`src/qfm_pkg.sv`:
```
// Shared types and constants for the Q16.16 math unit.
// No dependencies.
package qfm_pkg;

   typedef enum logic [1:0] {
      FUNC_MUL   = 2'd0,
      FUNC_DIV   = 2'd1,
      FUNC_SQRT  = 2'd2,
      FUNC_ATAN2 = 2'd3
   } func_type;

   typedef struct packed {
      func_type    func;
      logic [31:0] operand_a;
      logic [31:0] operand_b;
   } item_type;

   typedef enum logic [3:0] {
      ST_IDLE,
      ST_DISPATCH,
      ST_MUL,
      ST_DIV,
      ST_SQRT,
      ST_AT_DIV,
      ST_AT_MUL1,
      ST_AT_MUL2,
      ST_AT_FOLD,
      ST_DONE
   } state_type;

   localparam int QUEUE_DEPTH = 2;
   localparam logic [31:0] MOST_NEG = 32'h8000_0000;
   localparam logic [31:0] MOST_POS = 32'h7FFF_FFFF;
   localparam logic [31:0] AT_ORIGIN = 32'h0000_C000;
   localparam logic [31:0] AT_C2000 = 32'h0000_2000;
   localparam logic [31:0] AT_C0B20 = 32'h0000_0B20;
   localparam logic [31:0] AT_ONE = 32'h0001_0000;
   localparam logic [31:0] AT_QUARTER = 32'h0000_4000;
   localparam logic [31:0] AT_HALF = 32'h0000_8000;

   function automatic logic [31:0] q_mul(input logic [31:0] a, input logic [31:0] b);
      logic signed [63:0] p;
      p = $signed({{32{a[31]}}, a}) * $signed({{32{b[31]}}, b});
      return p[47:16];
   endfunction

endpackage

```
`src/qfm_front.sv`:
```
// Front end: accepts requests into a two-entry queue.
// Depends on qfm_pkg.
module qfm_front import qfm_pkg::*; (
   input  logic     clock,
   input  logic     reset,
   input  logic     in_valid,
   output logic     in_ready,
   input  item_type in_item,
   output logic     out_valid,
   input  logic     out_ready,
   output item_type out_item
);
   item_type   mem_ff [QUEUE_DEPTH];
   logic       wp_ff, wp_in, rp_ff, rp_in;
   logic [1:0] cnt_ff, cnt_in;
   logic       push, pop;

   assign in_ready  = (cnt_ff != 2'(QUEUE_DEPTH));
   assign out_valid = (cnt_ff != 2'd0);
   assign out_item  = mem_ff[rp_ff];
   assign push = in_valid & in_ready;
   assign pop  = out_valid & out_ready;

   always_comb begin
      wp_in  = push ? ~wp_ff : wp_ff;
      rp_in  = pop ? ~rp_ff : rp_ff;
      cnt_in = cnt_ff + {1'b0, push} - {1'b0, pop};
   end

   always_ff @(posedge clock) begin
      if (reset) begin
         wp_ff  <= 1'b0;
         rp_ff  <= 1'b0;
         cnt_ff <= 2'd0;
      end else begin
         wp_ff  <= wp_in;
         rp_ff  <= rp_in;
         cnt_ff <= cnt_in;
      end
      if (push) mem_ff[wp_ff] <= in_item;
   end
endmodule

```
`config.mk`:
```
export PLATFORM = sky130hd
export DESIGN_NAME = qfm_front
export DESIGN_NICKNAME = d
export VERILOG_FILES = /design/src/qfm_pkg.sv /design/src/qfm_front.sv
export SDC_FILE = /design/constraint.sdc
export NUM_CORES = 1
export LEC_CHECK = 0
export BUFFER_PORTS_ARGS = -buffer_cell sky130_fd_sc_hd__buf_4
export CORE_ASPECT_RATIO = 0.8
export CORE_MARGIN = 5
export CORE_UTILIZATION = 45
export CTS_CLUSTER_SIZE = 28
export DETAILED_ROUTE_END_ITERATION = 10
export PLACE_DENSITY = 0.67
export SYNTH_ARGS = -nofsm -noshare
export SYNTH_HDL_FRONTEND = slang
export SYNTH_SLANG_ARGS = --single-unit
```
`constraint.sdc`:
```
create_clock -name clock -period 12 [get_ports clock]
set_input_delay 1.8 -clock clock [delete_from_list [all_inputs] [get_ports clock]]
set_output_delay 1.8 -clock clock [all_outputs]
set_load 0.1 [all_outputs]
```
Yosys cells after proc, flatten, opt, wreduce, memory -nomap -nowiden
Memories as Yosys holds them, arrays and structs flattened. A register that Yosys moved wholly into a read port is not among the register bits.
Cells that the tools add are included.

word-level totals
  input bits = 70
  register bits = 4
  memories = 1
  bits in writable memories = 132
  output and inout bits = 68

memories
  memory  words  bits a word  read ports  clocked after Yosys merged registers in  wr ports  line             RTL
  mem_ff  2      66           1           1                                        1         qfm_front.sv:13  item_type mem_ff [QUEUE_DEPTH];

operators by class
  bitwise gates (word level) = 4
  equal/unequal tests = 1
  mux-type cells = 4
  reductions and logical operators = 1
  $add $sub $neg = 2

operators by type and width
  kind                                          count
  two-way mux 1 bit                             4
  adder 2 x 1 -> 2 bit                          1
  bitwise AND 1 bit                             2
  inequality test 2 bit, second input constant  1
  inverter 1 bit                                2
  nonzero test 2 bit                            1
  subtractor 2 x 1 -> 2 bit                     1

Depth between registers and ports, before layout
  depth after elaboration = 4
  gate-level depth with buffers = 8
  gate-level depth less buffers = 8

Least setup slack after synthesis
Ideal clock, no wire load.

  path type = input to register
  start = input port in_valid
  end = memory mem_ff[0][0] (netlist name), enable pin
  stages = 2
  slack = 6.843 ns
  arrival = 4.666 ns
  path through = nand2_1 -> nor2_1

on the way
  cells in the longest elaborated chain, start to end = 3

RTL lines
  element                                  line             RTL
  start: declaration                       qfm_front.sv:6   input logic in_valid,
  bitwise AND 1 bit                        qfm_front.sv:21  assign push = in_valid & in_ready;
  two-way mux 1 bit                        qfm_front.sv:40  if (push) mem_ff[wp_ff] <= in_item;
  two-way mux 1 bit (implied by the code)  qfm_front.sv:40
  end: declaration                         qfm_front.sv:13

Every way passes these cells.

==> reports/metrics.yaml <==
slew_headroom_pct: 25.4
setup_ws_ps: 7990
dp_slack_ps: 8370
ys_seq_area_share_pct: 78.9
crit_family: "flip-flops"
cts_setup_buffers: 0
cp_max_fo: 66
slew_viol_final: 0
slowest_delay_ps: 1080
max_freq_mhz: 250
drive_gt1_share_pct: 60.6
path_cells: "mux2_2 -> buf_4"
status: "completed"
syn-num-nets: 301
startpoint_type: "flop"
die_y_microns: 106
synthCells: 229
viasPerCell: 4.78
synth.top_cell.area_share_pct: 76.9
crit_buf_inv: 1
rsz0062_at_grt: "no"
synth_warnings: 0
min_path_type: "flop to flop"
critPathRequiredTime_ps: 10200
nFillCells: 862
ctsResizeCount: 0
grt_pass1_vias: 2777
crit_arrival_ps: 2210
clock_path_buffers: 2
final_core_util_pct: 60.3
ir_worst_vdd_mv: 0.144
gp_congestion: 0.704
ys_ff_latch: 137
yosysTopAreaCell: "edfxtp_1"
avgSynthCellArea_sq_um: 22.5
synth_cell_types: 17
drt_iter0_markers: 193
path_class: "flop to output pin"
clk_pin_slew_worst_paths_ps: 60
maxCapViolCount: 0
critPathSlowestCell: "dfxtp_4"
core_sq_mm: 0.0113
end_kind: "output pin"
routed_wl_microns: 9070
p_per_area_mw_per_mm2: 282
rows: 35
cts_inserted_buffers: 17
fin_skew_ps: 13.6
final_common_cell: "buf_4"
netlist_area_sq_mm: 0.00515
fin_crit_sh_pct: 33.4
cts_sinks: 137
area_growth_pct: 32.7
cts_tree: "done"
clkLatencyLatePin_ps: 410
wl_per_cell_microns: 16.8
grt_pass1_wl_microns: 14000
ctsHoldBuffers: 0
die_x_microns: 130
cts_root_buffer: "clkbuf_16"
dpl.hpwl_microns: 5770
grtUsageTotal_pct: 13.9
portBuffers: 137
hold_viol: 0
tns_ps: 0
ioPinCount: 138
setup_viol: 0
dieArea_sq_mm: 0.0137
ant_nets: 0
grt_max_degree: 67
drt_first_pass_iters: 4
overflow: 0
drc: 0
fin_crit_ps: 4010
nets: 452
leakage_nw: 2.64
worst_slew_pin_slew_ps: 1120
antenna_cells: 0
antenna_found_initial: 0
htreeDepth: 4
start_util_pct: 45.4
vias: 2586
layout_common_cells: "buf_4 (139), edfxtp_1 (132), mux2_4 (40)"
synth_area_leaders: "edfxtp_1 (77%), mux2_4 (12%), mux2_2 (5.9%), dfxtp_1 (1.9%), buf_6 (1.1%)"
==> state kept, by name, indices dropped and copies added (netlist names), named ones only <==
signal,cells
mem_ff,132
rp_ff,1
cnt_ff,2
wp_ff,1
==> synth_stat cells (all sizes together) <==
master and n:
dfxtp 5, xor2 1, and3 1, o21a 1, or2 1, xnor2 2
inv 1, buf 7, nor2 5, edfxtp 132, ha 2, nand2 1
nor2b 2, nand2b 1, mux2 67
==> layout make-up <==
cell class | instances | area [sq um] | share of cell area (%)
inverter | 1 | 3.75 | 0.0549
sequential | 137 | 4070 | 59.5
clock inverter | 9 | 52.6 | 0.768
clock buffer | 23 | 458 | 6.70
timing repair buffer | 139 | 1040 | 15.3
multi-input combinational | 84 | 1030 | 15.0
tap | 148 | 185 | 2.71
==> metal layers <==
metal | vias to the layer above | wire length, microns | GRT usage [%]
li1 | 1201 | - | -
met1 | 1261 | 3730 | 17.4
met2 | 113 | 4260 | 21.0
met3 | 11 | 922 | 5.72
met4 | 0 | 151 | 6.23
met5 | - | 0 | 0
==> final timing paths <==
kind / from / to / slack, ps / depth (start not counted)
min reg2reg: rp_ff$_SDFFE_PP0P_ / flop / 520 / 2
max reg2reg: cnt_ff[0]$_SDFF_PP0_ / mem_ff[0][15]$_DFFE_PP_ / 9790 / 4
min: rp_ff$_SDFFE_PP0P_ / flop / 520 / 2
max: flop / out_item[2] / 7990 / 2
==> per-stage QoR <==
| stage | power [mW] | cells | hold WS, ps | instance area, sq um |
|---|---|---|---|---|
| after CTS | 1.95 | 541 | 524 | 6840 |
| after global routing | 2.00 | 541 | 535 | 6840 |
| final | 1.93 | 541 | 515 | 6840 |
| after floorplan | 1.35 | 229 | 481 | 5150 |
| after detailed placement | 1.50 | 509 | 506 | 6330 |
| after global placement | 1.50 | 509 | 494 | 6330 |
==> cell families (layout without fill, tap and decap cells) <==
kind of cell	Yosys count	count (layout)	share of synthesized area (%)
adders and majority gates	2	2	0.485
and+or+nand+nor	11	11	1.09
buffers and inverters	8	172	1.36
muxes	67	67	17.6
xor gates and xnor gates	3	3	0.510
AOI/OAI and AO/OA	1	1	0.146
DFF	137	137	78.9
==> where the power goes <==
part           switching (mW)  total (mW)  internal [mW]
clock                   0.182       0.449          0.267
sequential             0.0514       0.654          0.603
combinational           0.615       0.827          0.212
total                   0.848        1.93           1.08
==> worst reg2reg max path, cell delays in order, from the launching register on <==
cell and delay (ps):
dfxtp_1 360, nand2b_2 160, nand2_1 140, nor2_4 500
buf_4 620
(Power assumes the default switching activity.)
